**config.mk**
```make
export PLATFORM = sky130hd
export DESIGN_NAME = pwm_timer_share_allocator
export DESIGN_NICKNAME = d
export VERILOG_FILES = /design/src/sv/ptsa_pkg.sv /design/src/sv/ptsa_div.sv /design/src/sv/ptsa_datapath.sv /design/src/sv/ptsa_ctrl.sv /design/src/sv/pwm_timer_share_allocator.sv
export SDC_FILE = /design/constraint.sdc
export NUM_CORES = 1
export LEC_CHECK = 0
export BUFFER_PORTS_ARGS = -buffer_cell sky130_fd_sc_hd__buf_4
export CORE_MARGIN = 4
export CORE_UTILIZATION = 45
export CTS_BUF_LIST = sky130_fd_sc_hd__clkbuf_16
export DETAILED_ROUTE_END_ITERATION = 6
export HOLD_SLACK_MARGIN = 0.08
export SLEW_MARGIN = 0
export SYNTH_ARGS = -nofsm -noshare
export SYNTH_HDL_FRONTEND = slang
export SYNTH_SLANG_ARGS = --single-unit
```
**constraint.sdc**
```tcl
create_clock -name clk_i -period 12.2 [get_ports clk_i]
set_input_delay 0.61 -clock clk_i [delete_from_list [all_inputs] [get_ports clk_i]]
set_output_delay 0.61 -clock clk_i [all_outputs]
set_load 0.01 [all_outputs]
```
**src/sv/ptsa_pkg.sv**
```systemverilog
// Shared types and constants of the PWM timer share allocator.
// No dependencies; used by every module of the block.
package ptsa_pkg;

  // Field widths fixed by the request and result formats
  localparam int SRC_W     = 27;
  localparam int FREQ_W    = 26;
  localparam int RES_W     = 4;
  localparam int DUTY_W    = 16;
  localparam int CHAN_W    = 4;
  localparam int ACT_W     = 2;
  localparam int TIDX_W    = 2;
  localparam int DIV_W     = 18;
  localparam int DWORD_W   = 19;
  localparam int MAXD_W    = 15;

  // Resolution and fixed-point settings
  localparam int MAX_RES   = 14;
  localparam int DUTY_FRAC = 4;
  localparam int FRAC_BITS = 8;

  // Divider geometry: (src << 8) / (freq << res)
  localparam int NUM_W = SRC_W + FRAC_BITS;
  localparam int DEN_W = FREQ_W + MAX_RES;
  localparam int REM_W = DEN_W + 1;
  localparam int CNT_W = $clog2(NUM_W + 1);

  localparam logic [DIV_W-1:0] DIV_MIN   = DIV_W'(1) << FRAC_BITS;
  localparam logic [SRC_W-1:0] SRC_RESET = SRC_W'(40000000);

  // Request kinds
  localparam logic [ACT_W-1:0] ACT_INIT = 2'd0;
  localparam logic [ACT_W-1:0] ACT_DUTY = 2'd1;
  localparam logic [ACT_W-1:0] ACT_STOP = 2'd2;

  typedef enum logic [1:0] {
    STAT_OK    = 2'd0,
    STAT_BAD   = 2'd1,
    STAT_NOFIT = 2'd2,
    STAT_IDLE  = 2'd3
  } ptsa_status_e;

  typedef enum logic [1:0] {
    ST_IDLE,
    ST_EVAL,
    ST_DIV,
    ST_DONE
  } ptsa_state_e;

  // Controller to datapath
  typedef struct packed {
    logic load;
    logic div_start;
    logic emit;
  } ptsa_cmd_t;

  // Datapath to controller
  typedef struct packed {
    logic need_div;
    logic div_busy;
    logic out_free;
  } ptsa_stat_t;

endpackage

```
**src/sv/ptsa_div.sv**
```systemverilog
// Restoring divider, one quotient bit per cycle, for the timer clock divider.
// Depends on ptsa_pkg for operand widths.
module ptsa_div (
  input  logic                          clk_i,
  input  logic                          rst_ni,
  input  logic                          start_i,
  input  logic [ptsa_pkg::NUM_W-1:0]    num_i,
  input  logic [ptsa_pkg::DEN_W-1:0]    den_i,
  output logic                          busy_o,
  output logic [ptsa_pkg::DIV_W-1:0]    quo_o,
  output logic                          ovf_o
);

  logic [ptsa_pkg::DEN_W-1:0] rem_q, rem_d;
  logic [ptsa_pkg::NUM_W-1:0] num_q;
  logic [ptsa_pkg::DEN_W-1:0] den_q;
  logic [ptsa_pkg::DIV_W-1:0] quo_q;
  logic                       ovf_q;
  logic [ptsa_pkg::CNT_W-1:0] cnt_q;
  logic                       busy_q;
  logic [ptsa_pkg::REM_W-1:0] shifted;
  logic [ptsa_pkg::REM_W-1:0] diff;
  logic                       ge;

  // Trial subtraction of the divisor from the shifted partial remainder
  always_comb begin
    shifted = {rem_q, num_q[ptsa_pkg::NUM_W-1]};
    diff    = shifted - {1'b0, den_q};
    ge      = shifted >= {1'b0, den_q};
    rem_d   = ge ? diff[ptsa_pkg::DEN_W-1:0] : shifted[ptsa_pkg::DEN_W-1:0];
  end

  // Sequence control
  always_ff @(posedge clk_i or negedge rst_ni) begin
    if (!rst_ni) begin
      busy_q <= 1'b0;
      cnt_q  <= '0;
    end else if (start_i) begin
      busy_q <= 1'b1;
      cnt_q  <= '0;
    end else if (busy_q) begin
      cnt_q <= cnt_q + 1'b1;
      if (cnt_q == ptsa_pkg::CNT_W'(ptsa_pkg::NUM_W - 1)) begin
        busy_q <= 1'b0;
      end
    end
  end

  // Operands and partial results; keep low quotient bits, flag any lost above
  always_ff @(posedge clk_i) begin
    if (start_i) begin
      rem_q <= '0;
      num_q <= num_i;
      den_q <= den_i;
      quo_q <= '0;
      ovf_q <= 1'b0;
    end else if (busy_q) begin
      rem_q <= rem_d;
      num_q <= {num_q[ptsa_pkg::NUM_W-2:0], 1'b0};
      quo_q <= {quo_q[ptsa_pkg::DIV_W-2:0], ge};
      ovf_q <= ovf_q | quo_q[ptsa_pkg::DIV_W-1];
    end
  end

  assign busy_o = busy_q;
  assign quo_o  = quo_q;
  assign ovf_o  = ovf_q;

endmodule

```
**src/sv/ptsa_datapath.sv**
```systemverilog
// Datapath: request register, timer and channel tables, divider, result register.
// Depends on ptsa_pkg and ptsa_div.
module ptsa_datapath #(
  parameter int NUM_TIMERS   = 4,
  parameter int NUM_CHANNELS = 8
) (
  input  logic                            clk_i,
  input  logic                            rst_ni,
  input  ptsa_pkg::ptsa_cmd_t             cmd_i,
  output ptsa_pkg::ptsa_stat_t            stat_o,
  input  logic                            cfg_we_i,
  input  logic [ptsa_pkg::SRC_W-1:0]      cfg_data_i,
  input  logic [ptsa_pkg::ACT_W-1:0]      action_i,
  input  logic [ptsa_pkg::CHAN_W-1:0]     channel_i,
  input  logic [ptsa_pkg::FREQ_W-1:0]     freq_hz_i,
  input  logic [ptsa_pkg::RES_W-1:0]      res_bits_i,
  input  logic [ptsa_pkg::DUTY_W-1:0]     duty_i,
  input  logic                            idle_high_i,
  input  logic                            out_ready_i,
  output logic                            out_valid_o,
  output ptsa_pkg::ptsa_status_e          status_o,
  output logic [ptsa_pkg::TIDX_W-1:0]     timer_index_o,
  output logic                            new_timer_o,
  output logic [ptsa_pkg::DIV_W-1:0]      divider_o,
  output logic [ptsa_pkg::DWORD_W-1:0]    duty_word_o,
  output logic [ptsa_pkg::MAXD_W-1:0]     max_duty_o,
  output logic                            stop_level_o
);

  localparam int TI_W  = (NUM_TIMERS > 1) ? $clog2(NUM_TIMERS) : 1;
  localparam int CH_W  = (NUM_CHANNELS > 1) ? $clog2(NUM_CHANNELS) : 1;
  localparam int MX_W  = ptsa_pkg::DUTY_W + 1;
  localparam int DSH_W = MX_W + ptsa_pkg::DUTY_FRAC;

  // Request register
  logic [ptsa_pkg::ACT_W-1:0]  req_action_q;
  logic [ptsa_pkg::CHAN_W-1:0] req_channel_q;
  logic [ptsa_pkg::FREQ_W-1:0] req_freq_q;
  logic [ptsa_pkg::RES_W-1:0]  req_res_q;
  logic [ptsa_pkg::DUTY_W-1:0] req_duty_q;
  logic                        req_idle_q;

  // Configuration and tables
  logic [ptsa_pkg::SRC_W-1:0]  src_q;
  logic [ptsa_pkg::FREQ_W-1:0] tfreq_q [NUM_TIMERS];
  logic [ptsa_pkg::RES_W-1:0]  tres_q  [NUM_TIMERS];
  logic [NUM_TIMERS-1:0]       used_q;
  logic [ptsa_pkg::RES_W-1:0]  chan_res_q [NUM_CHANNELS];

  // Result register
  logic                        out_valid_q, out_valid_d;
  ptsa_pkg::ptsa_status_e      status_q;
  logic [ptsa_pkg::TIDX_W-1:0] tidx_q;
  logic                        new_q;
  logic [ptsa_pkg::DIV_W-1:0]  div_q;
  logic [ptsa_pkg::DWORD_W-1:0] dword_q;
  logic [ptsa_pkg::MAXD_W-1:0] maxd_q;
  logic                        lvl_q;

  // Decode and result logic
  logic                        ch_ok, args_ok;
  logic [CH_W-1:0]             ch_idx;
  logic [ptsa_pkg::RES_W-1:0]  cur_res, new_res;
  logic [NUM_TIMERS-1:0]       hit_vec;
  logic                        hit_any, free_any;
  logic [TI_W-1:0]             hit_idx, free_idx;
  logic                        div_busy, div_ovf, q_ok;
  logic [ptsa_pkg::DIV_W-1:0]  div_quo;
  logic [ptsa_pkg::DEN_W-1:0]  den;
  logic [MX_W-1:0]             mx_cur, duty_cl;
  logic [DSH_W-1:0]            duty_sh;
  logic [ptsa_pkg::MAXD_W:0]   max_new;
  logic [TI_W+1:0]             tidx_ext;
  ptsa_pkg::ptsa_status_e      res_status;
  logic [TI_W-1:0]             res_tidx;
  logic                        res_new, res_lvl, commit_chan, claim;
  logic [ptsa_pkg::DIV_W-1:0]  res_div;
  logic [ptsa_pkg::DWORD_W-1:0] res_dword;

  // Latch the accepted request
  always_ff @(posedge clk_i) begin
    if (cmd_i.load) begin
      req_action_q  <= action_i;
      req_channel_q <= channel_i;
      req_freq_q    <= freq_hz_i;
      req_res_q     <= res_bits_i;
      req_duty_q    <= duty_i;
      req_idle_q    <= idle_high_i;
    end
  end

  // Channel and argument checks
  always_comb begin
    ch_ok   = {1'b0, req_channel_q} < (ptsa_pkg::CHAN_W + 1)'(NUM_CHANNELS);
    ch_idx  = req_channel_q[CH_W-1:0];
    cur_res = ch_ok ? chan_res_q[ch_idx] : '0;
    args_ok = ch_ok && (req_freq_q != '0) && (req_res_q != '0)
              && (req_res_q <= ptsa_pkg::RES_W'(ptsa_pkg::MAX_RES));
  end

  // Match running timers and find the lowest free one
  always_comb begin
    hit_idx  = '0;
    free_idx = '0;
    for (int t = NUM_TIMERS - 1; t >= 0; t--) begin
      hit_vec[t] = used_q[t] && (tfreq_q[t] == req_freq_q) && (tres_q[t] == req_res_q);
      if (hit_vec[t]) begin
        hit_idx = TI_W'(t);
      end
      if (!used_q[t]) begin
        free_idx = TI_W'(t);
      end
    end
    hit_any  = |hit_vec;
    free_any = ~&used_q;
  end

  // Divider operands
  assign den = ptsa_pkg::DEN_W'(req_freq_q) << req_res_q;

  ptsa_div u_div (
    .clk_i   (clk_i),
    .rst_ni  (rst_ni),
    .start_i (cmd_i.div_start),
    .num_i   ({src_q, {ptsa_pkg::FRAC_BITS{1'b0}}}),
    .den_i   (den),
    .busy_o  (div_busy),
    .quo_o   (div_quo),
    .ovf_o   (div_ovf)
  );

  assign q_ok = !div_ovf && (div_quo >= ptsa_pkg::DIV_MIN);

  // Clamp duty to the channel range and add fractional bits
  always_comb begin
    mx_cur  = MX_W'(1) << cur_res;
    duty_cl = ({1'b0, req_duty_q} > mx_cur) ? mx_cur : {1'b0, req_duty_q};
    duty_sh = {duty_cl, {ptsa_pkg::DUTY_FRAC{1'b0}}};
  end

  // Result of the request
  always_comb begin
    res_status  = ptsa_pkg::STAT_BAD;
    res_tidx    = '0;
    res_new     = 1'b0;
    res_div     = '0;
    res_dword   = '0;
    res_lvl     = 1'b0;
    commit_chan = 1'b0;
    claim       = 1'b0;
    unique case (req_action_q)
      ptsa_pkg::ACT_INIT: begin
        if (!args_ok) begin
          res_status = ptsa_pkg::STAT_BAD;
        end else if (hit_any) begin
          res_status  = ptsa_pkg::STAT_OK;
          res_tidx    = hit_idx;
          commit_chan = 1'b1;
        end else if (!q_ok || !free_any) begin
          res_status = ptsa_pkg::STAT_NOFIT;
        end else begin
          res_status  = ptsa_pkg::STAT_OK;
          res_tidx    = free_idx;
          res_new     = 1'b1;
          res_div     = div_quo;
          claim       = 1'b1;
          commit_chan = 1'b1;
        end
      end
      ptsa_pkg::ACT_DUTY: begin
        if (!ch_ok) begin
          res_status = ptsa_pkg::STAT_BAD;
        end else if (cur_res == '0) begin
          res_status = ptsa_pkg::STAT_IDLE;
        end else begin
          res_status = ptsa_pkg::STAT_OK;
          res_dword  = duty_sh[ptsa_pkg::DWORD_W-1:0];
        end
      end
      ptsa_pkg::ACT_STOP: begin
        if (ch_ok) begin
          res_status = ptsa_pkg::STAT_OK;
          res_lvl    = req_idle_q;
        end
      end
      default: begin
        res_status = ptsa_pkg::STAT_BAD;
      end
    endcase
    new_res  = commit_chan ? req_res_q : cur_res;
    max_new  = (ch_ok && new_res != '0) ? ((ptsa_pkg::MAXD_W + 1)'(1) << new_res) : '0;
    tidx_ext = {2'b00, res_tidx};
  end

  // Configuration register and tables
  always_ff @(posedge clk_i or negedge rst_ni) begin
    if (!rst_ni) begin
      src_q  <= ptsa_pkg::SRC_RESET;
      used_q <= '0;
      for (int t = 0; t < NUM_TIMERS; t++) begin
        tfreq_q[t] <= '0;
        tres_q[t]  <= '0;
      end
      for (int c = 0; c < NUM_CHANNELS; c++) begin
        chan_res_q[c] <= '0;
      end
    end else begin
      if (cfg_we_i) begin
        src_q <= cfg_data_i;
      end
      if (cmd_i.emit && claim) begin
        used_q[free_idx]  <= 1'b1;
        tfreq_q[free_idx] <= req_freq_q;
        tres_q[free_idx]  <= req_res_q;
      end
      if (cmd_i.emit && commit_chan) begin
        chan_res_q[ch_idx] <= req_res_q;
      end
    end
  end

  // Result register handshake
  always_comb begin
    out_valid_d = out_valid_q;
    if (cmd_i.emit) begin
      out_valid_d = 1'b1;
    end else if (out_ready_i) begin
      out_valid_d = 1'b0;
    end
  end

  always_ff @(posedge clk_i or negedge rst_ni) begin
    if (!rst_ni) begin
      out_valid_q <= 1'b0;
    end else begin
      out_valid_q <= out_valid_d;
    end
  end

  always_ff @(posedge clk_i) begin
    if (cmd_i.emit) begin
      status_q <= res_status;
      tidx_q   <= tidx_ext[ptsa_pkg::TIDX_W-1:0];
      new_q    <= res_new;
      div_q    <= res_div;
      dword_q  <= res_dword;
      maxd_q   <= max_new[ptsa_pkg::MAXD_W-1:0];
      lvl_q    <= res_lvl;
    end
  end

  always_comb begin
    stat_o.need_div = (req_action_q == ptsa_pkg::ACT_INIT) && args_ok && !hit_any;
    stat_o.div_busy = div_busy;
    stat_o.out_free = !out_valid_q || out_ready_i;
  end

  assign out_valid_o   = out_valid_q;
  assign status_o      = status_q;
  assign timer_index_o = tidx_q;
  assign new_timer_o   = new_q;
  assign divider_o     = div_q;
  assign duty_word_o   = dword_q;
  assign max_duty_o    = maxd_q;
  assign stop_level_o  = lvl_q;

  // A started division raises the divider's busy flag
  a_div_runs: assert property (@(posedge clk_i) disable iff (!rst_ni)
    cmd_i.div_start |=> div_busy)
    else $error("divider did not start");

  // A timer is claimed only after the division and only when one is free
  a_claim_ok: assert property (@(posedge clk_i) disable iff (!rst_ni)
    (cmd_i.emit && claim) |-> (!div_busy && free_any && q_ok))
    else $error("timer claimed without a finished division or a free timer");

  // A result is never written over one that is still waiting
  a_no_overrun: assert property (@(posedge clk_i) disable iff (!rst_ni)
    cmd_i.emit |-> (!out_valid_q || out_ready_i))
    else $error("result register overrun");

endmodule

```
**src/sv/ptsa_ctrl.sv**
```systemverilog
// Controller state machine: accept, evaluate, divide, deliver.
// Depends on ptsa_pkg for the state, command and status types.
module ptsa_ctrl (
  input  logic                 clk_i,
  input  logic                 rst_ni,
  input  logic                 in_valid_i,
  output logic                 in_ready_o,
  input  ptsa_pkg::ptsa_stat_t stat_i,
  output ptsa_pkg::ptsa_cmd_t  cmd_o
);

  ptsa_pkg::ptsa_state_e state_q, state_d;

  // State register
  always_ff @(posedge clk_i or negedge rst_ni) begin
    if (!rst_ni) begin
      state_q <= ptsa_pkg::ST_IDLE;
    end else begin
      state_q <= state_d;
    end
  end

  // Next state and commands
  always_comb begin
    state_d         = state_q;
    in_ready_o      = 1'b0;
    cmd_o.load      = 1'b0;
    cmd_o.div_start = 1'b0;
    cmd_o.emit      = 1'b0;
    unique case (state_q)
      ptsa_pkg::ST_IDLE: begin
        in_ready_o = 1'b1;
        if (in_valid_i) begin
          cmd_o.load = 1'b1;
          state_d    = ptsa_pkg::ST_EVAL;
        end
      end
      ptsa_pkg::ST_EVAL: begin
        if (stat_i.need_div) begin
          cmd_o.div_start = 1'b1;
          state_d         = ptsa_pkg::ST_DIV;
        end else begin
          state_d = ptsa_pkg::ST_DONE;
        end
      end
      ptsa_pkg::ST_DIV: begin
        if (!stat_i.div_busy) begin
          state_d = ptsa_pkg::ST_DONE;
        end
      end
      ptsa_pkg::ST_DONE: begin
        if (stat_i.out_free) begin
          cmd_o.emit = 1'b1;
          state_d    = ptsa_pkg::ST_IDLE;
        end
      end
      default: begin
        state_d = ptsa_pkg::ST_IDLE;
      end
    endcase
  end

endmodule

```
**src/sv/pwm_timer_share_allocator.sv**
```systemverilog
// Top level of the PWM timer share allocator: port packing, controller, datapath.
// Depends on ptsa_pkg, ptsa_ctrl and ptsa_datapath.
//
//   channel  | valid / ready               | payload
//   ---------+-----------------------------+--------------------------------------
//   request  | s_axis_tvalid_i / _tready_o | tuser: action; tdata: channel .. idle
//   result   | m_axis_tvalid_o / _tready_i | tuser: status; tdata: timer .. level
//   config   | cfg_valid_i / cfg_ready_o   | cfg_data_i: source clock in hertz
//
// An init that needs a new timer waits for the restoring divider (one quotient
// bit per cycle) before its result; every other request skips the division.
// One request is in work at a time.
// The result register frees the request side while a result waits.
// Reset clears all timers and channels and loads the 40 MHz source clock.
module pwm_timer_share_allocator #(
  parameter int NUM_TIMERS   = 4,
  parameter int NUM_CHANNELS = 8
) (
  input  logic        clk_i,
  input  logic        rst_ni,
  input  logic        s_axis_tvalid_i,
  output logic        s_axis_tready_o,
  input  logic [55:0] s_axis_tdata_i,  // channel, freq_hz, res_bits, duty, idle_high
  input  logic [1:0]  s_axis_tuser_i,  // action
  output logic        m_axis_tvalid_o,
  input  logic        m_axis_tready_i,
  output logic [55:0] m_axis_tdata_o,  // timer_index, new_timer, divider, duty_word,
                                       // max_duty, stop_level
  output logic [1:0]  m_axis_tuser_o,  // status
  input  logic        cfg_valid_i,
  output logic        cfg_ready_o,
  input  logic [26:0] cfg_data_i       // source_clock_hz
);

  ptsa_pkg::ptsa_cmd_t    cmd;
  ptsa_pkg::ptsa_stat_t   stat;
  ptsa_pkg::ptsa_status_e status;
  logic [ptsa_pkg::TIDX_W-1:0]  timer_index;
  logic                         new_timer;
  logic [ptsa_pkg::DIV_W-1:0]   divider;
  logic [ptsa_pkg::DWORD_W-1:0] duty_word;
  logic [ptsa_pkg::MAXD_W-1:0]  max_duty;
  logic                         stop_level;

  // Configuration writes are taken at any time
  assign cfg_ready_o = 1'b1;

  ptsa_ctrl u_ctrl (
    .clk_i      (clk_i),
    .rst_ni     (rst_ni),
    .in_valid_i (s_axis_tvalid_i),
    .in_ready_o (s_axis_tready_o),
    .stat_i     (stat),
    .cmd_o      (cmd)
  );

  ptsa_datapath #(
    .NUM_TIMERS   (NUM_TIMERS),
    .NUM_CHANNELS (NUM_CHANNELS)
  ) u_datapath (
    .clk_i         (clk_i),
    .rst_ni        (rst_ni),
    .cmd_i         (cmd),
    .stat_o        (stat),
    .cfg_we_i      (cfg_valid_i),
    .cfg_data_i    (cfg_data_i),
    .action_i      (s_axis_tuser_i),
    .channel_i     (s_axis_tdata_i[3:0]),
    .freq_hz_i     (s_axis_tdata_i[29:4]),
    .res_bits_i    (s_axis_tdata_i[33:30]),
    .duty_i        (s_axis_tdata_i[49:34]),
    .idle_high_i   (s_axis_tdata_i[50]),
    .out_ready_i   (m_axis_tready_i),
    .out_valid_o   (m_axis_tvalid_o),
    .status_o      (status),
    .timer_index_o (timer_index),
    .new_timer_o   (new_timer),
    .divider_o     (divider),
    .duty_word_o   (duty_word),
    .max_duty_o    (max_duty),
    .stop_level_o  (stop_level)
  );

  // Pack the result fields, lowest field first
  assign m_axis_tuser_o = status;
  assign m_axis_tdata_o = {stop_level, max_duty, duty_word, divider, new_timer, timer_index};

endmodule

```
After elaboration in Yosys (flattened, before gate mapping)
Index checks and enable logic that the tools add are counted.
- flip-flop bits (word level): 430
- logic and storage cells: 187
- output and inout bits: 61
- bits of input ports: 90
- $add $sub $neg: 2
- reductions and logical operators: 42
- $lt $le $gt $ge: 11
- bitwise gates (word level): 8
- equality and inequality tests: 17
- shift operators: 3
- mux-type cells: 63
- operators with widths (operator ; count):
    bitwise mux 104 bit ; 1
    equality test 26 bit ; 4
    2-to-1 mux 35 bit ; 2
    demux 26 bit (select 2 bit) ; 1
    greater-or-equal comparator 41 x 40 -> 1 bit ; 1
    2-to-1 mux 40 bit ; 1
    << shifter 26 x 4 -> 40 bit ; 1
    subtractor 40 bit ; 1
    2-to-1 mux 2 bit ; 18
    bitwise mux 32 bit ; 1
    2-to-1 mux 26 bit ; 1
    nonzero test 26 bit ; 1
    2-to-1 mux 4 bit ; 6
    2-to-1 mux 1 bit ; 22
    logical AND 1 bit ; 20
    greater-or-equal comparator 18 x 9 -> 1 bit, second input constant ; 1
    greater-than comparator 16 x 17 -> 1 bit ; 1
    << shifter 1 x 4 -> 17 bit, first input constant ; 1
    bitwise mux 16 bit ; 1
    equality test 4 bit ; 4
    2-to-1 mux 15 bit ; 1
    << shifter 1 x 4 -> 15 bit, first input constant ; 1
    binary-select mux 4 bit (select 3 bit) ; 1
    demux 4 bit (select 3 bit) ; 1
    35 further kinds ; 53

Depth between registers and ports, before layout
- word-level depth: 11
- mapped depth: 21
- gate-level depth less buffers: 17

Cells and area by module
Synthesis repeated with hierarchy kept, for this count alone.
- cells, all modules: 1977
- area, all modules: 22883.2 um^2
- modules (own cells, without submodules) (module ; times used ; cells each ; seq. area each (um^2) ; area an instance (um^2)):
    ptsa_datapath ; 1 ; 1180 ; 7827.5 ; 14930.6
    ptsa_div ; 1 ; 773 ; 3608.5 ; 7719.9
    ptsa_ctrl ; 1 ; 20 ; 50.0 ; 206.4
    pwm_timer_share_allocator ; 1 ; 4 ; 0.0 ; 26.3

Least setup slack after synthesis
No wires, ideal clock.
- kind: reg2reg
- start: reg u_datapath.req_channel_q[1] in the netlist's numbering
- end: reg u_datapath.dword_q, in the netlist u_datapath.duty_word_o[11], data pin
- period minus slack after synthesis: 3.925 ns
- library setup time: 0.146 ns
- data arrival time: 3.779 ns
- cell stages (with the launch flop): 20
- data required time: 12.054 ns
- path buffers: 3
- slack: 8.275 ns
- cell sequence: edfxtp_1 > buf_2 > mux2_1 > a22o_1 > a211oi_2 > nor2_1 > nor2b_1 > nand2_1 > ha_1 > nor2b_1 > o21a_1 > o21a_1 > o21ai_0 > a211oi_1 > o221ai_1 > a21oi_1 > clkbuf_1 > clkbuf_1 > nand3_1 > a21oi_1
- longest elaborated chain between the ends: 8
- elaborated cells on any way between the ends: 12
- those cells by class: order compare (2); shift (1); mux (5); bitwise (2); reduce/logical (2)
- ends and longest elaborated chain (element ; RTL line ; RTL):
    start: declaration ; ptsa_datapath.sv:37 ; logic [ptsa_pkg::CHAN_W-1:0] req_channel_q;
    start signal: assignment ; ptsa_datapath.sv:84 ; req_channel_q <= channel_i;
    NOT 3 -> 4 bit (not written as such) ; ptsa_datapath.sv:96 ; cur_res = ch_ok ? chan_res_q[ch_idx] : '0;
    binary-select mux 4 bit (select 3 bit) ; ptsa_datapath.sv:96 ;
    2-to-1 mux 4 bit (not written as such) (2 in series) ; ptsa_datapath.sv:96 ;
    2-to-1 mux 4 bit ; ptsa_datapath.sv:96 ;
    << shifter 1 x 4 -> 17 bit ; ptsa_datapath.sv:136 ; mx_cur = MX_W'(1) << cur_res;
    greater-than comparator 16 x 17 -> 1 bit ; ptsa_datapath.sv:137 ; duty_cl = ({1'b0, req_duty_q} > mx_cur) ? mx_cur : {1'b0, req_duty_q};
    2-to-1 mux 15 bit ; ptsa_datapath.sv:137 ;
    end signal: assignment ; ptsa_datapath.sv:246 ; dword_q <= res_dword;
    end: declaration ; ptsa_datapath.sv:56 ; logic [ptsa_pkg::DWORD_W-1:0] dword_q;
Several ways; a longest one is shown, not always the timed one. The select of a mux whose other input is x is not followed.
A chain may end at the register's enable or synchronous reset.

Worst setup path after layout
- start: reg u_datapath.req_res_q[2] in the netlist's numbering
- end: reg u_datapath.tfreq_q[43] in the netlist's numbering
- longest elaborated chain between the ends: 7
- elaborated cells on any way between the ends: 17
- those cells by class: order compare (1); eq/ne (4); mux (3); reduce/logical (9)
- ends and longest elaborated chain (element ; RTL line ; RTL):
    start: declaration ; ptsa_datapath.sv:39 ; logic [ptsa_pkg::RES_W-1:0] req_res_q;
    start signal: assignment ; ptsa_datapath.sv:86 ; req_res_q <= res_bits_i;
    equality test 4 bit ; ptsa_datapath.sv:106 ; hit_vec[t] = used_q[t] && (tfreq_q[t] == req_freq_q) && (tres_q[t] == req_res_q);
    logical AND 1 bit ; ptsa_datapath.sv:106 ;
    OR reduction 4 bit ; ptsa_datapath.sv:114 ; hit_any = |hit_vec;
    2-to-1 mux 1 bit ; ptsa_datapath.sv:155 ; end else if (hit_any) begin
    2-to-1 mux 1 bit * ; ptsa_datapath.sv:153 ; if (!args_ok) begin
    2-to-1 mux 1 bit * ; ptsa_datapath.sv:151 ; unique case (req_action_q)
    logical AND 1 bit * ; ptsa_datapath.sv:211 ; if (cmd_i.emit && claim) begin
    end signal: indexed assignment ; ptsa_datapath.sv:213 ; tfreq_q[free_idx] <= req_freq_q;
    end: declaration ; ptsa_datapath.sv:45 ; logic [ptsa_pkg::FREQ_W-1:0] tfreq_q [NUM_TIMERS];
Every way passes the cells marked *; elsewhere a longest branch is shown, timed or not.

==> impl_metrics.ini <==
[run_status]
run_status = finished clean

[floorplan]
placement_rows = 81
die-width_microns = 231
die_y_microns = 231
effective_utilization_at_floorplan_pct = 45.6
core_footprint_sq_um = 49100
fp.dieArea_sq_um = 53300
io_pins = 151

[timing]
timing.slew.headroom_pct = 17.6
hold_slack_ns = 0.178
hold_violations = 0
final.period_utilization_pct = 39.6
max_freq_mhz = 207
layout_min_cycle_time_ns = 4.83
setup-violations-final = 0
final.setup.tns_ns = 0
final.setup.worst_slack_ns = 7.37
fin_worst_skew_ns = 0.0263
timing.final.max_slew_violations = 0
worst_slew_pin_slew_ns = 1.23
unrepaired_setup_endpoints_after_global_routing = false

[yosys]
number_of_synthesized_flops_with_an_enable_pin = 174
ys_dominant_reg_cell = sky130_fd_sc_hd__dfrtp_1
netlist_top_cells_area = sky130_fd_sc_hd__edfxtp_1, sky130_fd_sc_hd__dfrtp_1, sky130_fd_sc_hd__mux2_2
ys_ff_latch = 426
mappedNetlistArea_sq_um = 22400
async_flop_share_pct = 45.3
fraction_of_synthesized_cell_area_taken_by_the_top_area_cell_type_pct = 23.4
post_synth_num_cell_types = 85
synth_warnings = 0
synth_top_area_cell = sky130_fd_sc_hd__edfxtp_1
synth.yosys.seq_area_share_pct = 50.3
synth_cells = 2036
synthesis.area_per_instance_sq_um = 11.0

[cts]
cts-hold-fix-buffers = 0
worstSkewPairLatency_ns = 0.59
tritoncts = yes
post_cts_resized = 0
numCtsBuffers = 46
clock-root-buffer = sky130_fd_sc_hd__clkbuf_16
post_cts.repair.setup_buffers = 0
clkTransAtPathRegs_ns = 0.06
ctsHtreeMaxLevel = 2
ctsLongestPathBuffers = 3
clkSinkCount = 426

[pwr]
report.power.total_mw = 5.49
switching_share_pct = 36.2
irDropWorstVdd_mv = 0.151
p_int_mw = 3.51
power.share.clock_pct = 24.0
power-per-cell-area_nw_per_um2 = 218
p_seq_share_pct = 40.0
power.share.combinational_pct = 35.9
p_sw_mw = 1.99
power.leakage_nw = 10.8

[global_route]
global_route.usage.total_pct = 19.1
grt_pass1_wl_mm = 82.4
first_global_vias = 15200
grt_max_degree = 123
grt.overflow.total = 0
antenna_found_initial = 0

[critical_path]
cp_data_arrival_time_ns = 5.29
path_delay_family = simple AND/OR/NAND/NOR gates
critical-path-top-cell-by-count = sky130_fd_sc_hd__buf_4
category_of_the_worst_setup_path_capture_point = register
critPathMaxFanout = 51
critical_path.slowest_cell = sky130_fd_sc_hd__nor2_1
setup.worst_path.start_class = register
cp_cell_sequence = buf_4, inv_1, nand3_1, o2111ai_1, or3_1, nor2_1, and2_1, nor4b_4, buf_4, mux2_2
worst_path_largest_cell_delay_ns = 0.96
worst-setup-path-type = register to register
crit_buf_inv = 3
timing.rr.end = u_datapath.tfreq_q[43]
worst_ep_required_time_ns = 12.66
rr_worst_depth = 10
crit-reg2reg-launch = u_datapath.req_res_q[2]
critical_path_cell_count = 10
worst-r2r-setup-slack_ns = 7.37

[finish]
number_of_fill_cells = 4461
layout-area-overhead-vs-synth_pct = 12.4
finish.net_count = 2259
drive_above_1_share_pct = 19.7
antenna_diode_count = 0
final_standard_cell_utilization_of_the_core_pct = 51.3

[place]
pre_cts_slack_ns = 7.40
place.gp.congestion = 0.871
place_hpwl_mm = 35.3
place.port_buffers = 140

[route]
viasPerCell = 5.41
drt_drc_violations_left = 0
ant_nets = 0
routedWlPerCell_microns = 18.3
drt_first_pass_iters = 5
vias = 15200
drt_iter0_drc = 818
postRouteWirelength_mm = 51.2

[run]
drv.max_cap_violation_count = 0

[worst_hold_path]
min-delay-path-class = input pin to async pin
-- worst max-delay path by stage --
stage                                     start                         end
global placement        u_datapath.req_res_q[2]      u_datapath.tfreq_q[26]
finish                  u_datapath.req_res_q[2]      u_datapath.tfreq_q[43]
global route        u_datapath.req_channel_q[1]   u_datapath.duty_word_o[9]
detailed placement      u_datapath.req_res_q[3]      u_datapath.tfreq_q[43]
floorplan           u_datapath.req_channel_q[1]  u_datapath.duty_word_o[11]
CTS                     u_datapath.req_res_q[2]      u_datapath.tfreq_q[43]
-- area by class of cell --
type	count	area, sq um	area share (%)
clock buffer	47	1180	4.68
clock inverter	39	248	0.985
inverter	68	256	1.02
multi-input combinational	1406	10200	40.5
sequential	426	11200	44.7
tap	664	831	3.30
timing repair buffer	158	1190	4.74
-- layer usage --
| layer | global-route usage, % | vias up | routed length, microns |
|---|---|---|---|
| li1 | - | 7396 | - |
| met1 | 26.1 | 7516 | 23700 |
| met2 | 31.8 | 217 | 24700 |
| met3 | 2.99 | 73 | 1700 |
| met4 | 4.96 | 0 | 1200 |
| met5 | 0 | - | 0 |
-- power by group through the flow --
stage | sequential, mW | combinational [mW] | clock (mW)
after floorplan | 2.10 | 1.57 | 0
after global placement | 2.22 | 1.95 | 0
after detailed placement | 2.23 | 1.98 | 0
after CTS | 2.20 | 1.99 | 1.36
after global routing | 2.24 | 2.23 | 1.42
final | 2.20 | 1.97 | 1.32
-- cells in the final DEF, fill, tap and decap left out, drive strengths merged, types with 25 or more instances in the layout --
cell type,n
a31oi,42
nand2b,31
mux2i,59
nor2,105
nand3,35
buf,157
xnor2,129
and3,26
edfxtp,174
clkbuf,48
mux2,195
a21o,25
dfrtp,185
nand2,238
nand4,41
dfxtp,59
ha,62
a21oi,79
o21ai,78
inv,87
-- state kept, by name, summed over array words and instances (netlist names), 16 cells and up --
register	cells
u_datapath.u_div.num_q	27
u_datapath.tfreq_q	104
u_datapath.divider_o	18
u_datapath.u_div.quo_o	18
u_datapath.u_div.den_q	40
u_datapath.chan_res_q	32
u_datapath.tres_q	16
u_datapath.src_q	27
u_datapath.req_freq_q	26
u_datapath.req_duty_q	16
u_datapath.u_div.rem_q	40
-- Yosys cell counts, types with 25 or more instances --
cell type,n
sky130_fd_sc_hd__mux2_1,44
sky130_fd_sc_hd__and3_1,26
sky130_fd_sc_hd__ha_1,62
sky130_fd_sc_hd__buf_2,57
sky130_fd_sc_hd__a21o_1,25
sky130_fd_sc_hd__a31oi_1,41
sky130_fd_sc_hd__nand4_1,41
sky130_fd_sc_hd__edfxtp_1,174
sky130_fd_sc_hd__nand3_1,35
sky130_fd_sc_hd__dfrtp_1,185
sky130_fd_sc_hd__mux2_2,151
sky130_fd_sc_hd__dfxtp_1,59
sky130_fd_sc_hd__inv_1,67
sky130_fd_sc_hd__nand2b_1,31
sky130_fd_sc_hd__xnor2_1,129
sky130_fd_sc_hd__clkbuf_1,51
sky130_fd_sc_hd__a21oi_1,78
sky130_fd_sc_hd__mux2i_1,59
sky130_fd_sc_hd__nand2_1,237
sky130_fd_sc_hd__nor2_1,104
sky130_fd_sc_hd__o21ai_0,68
-- kinds of logic after synthesis --
logic type	count (synthesis)	share of synthesized area, %
buffers and inverters	208	4.26
AO/OA/AOI/OAI	317	9.24
XOR/XNOR	151	5.91
adder cells (fa/ha/maj)	63	3.56
AND/OR/NAND/NOR	604	13.2
flip-flops	426	50.3
other	2	0.0336
multiplexers	265	13.6
-- through the flow --
step | cell area (sq um) | instances
after floorplan | 22400 | 2040
after global placement | 23700 | 2722
after detailed placement | 23700 | 2722
after CTS | 25100 | 2808
after global routing | 25100 | 2808
final | 25100 | 2808
Note: power is estimated with default switching activity, not from simulation.
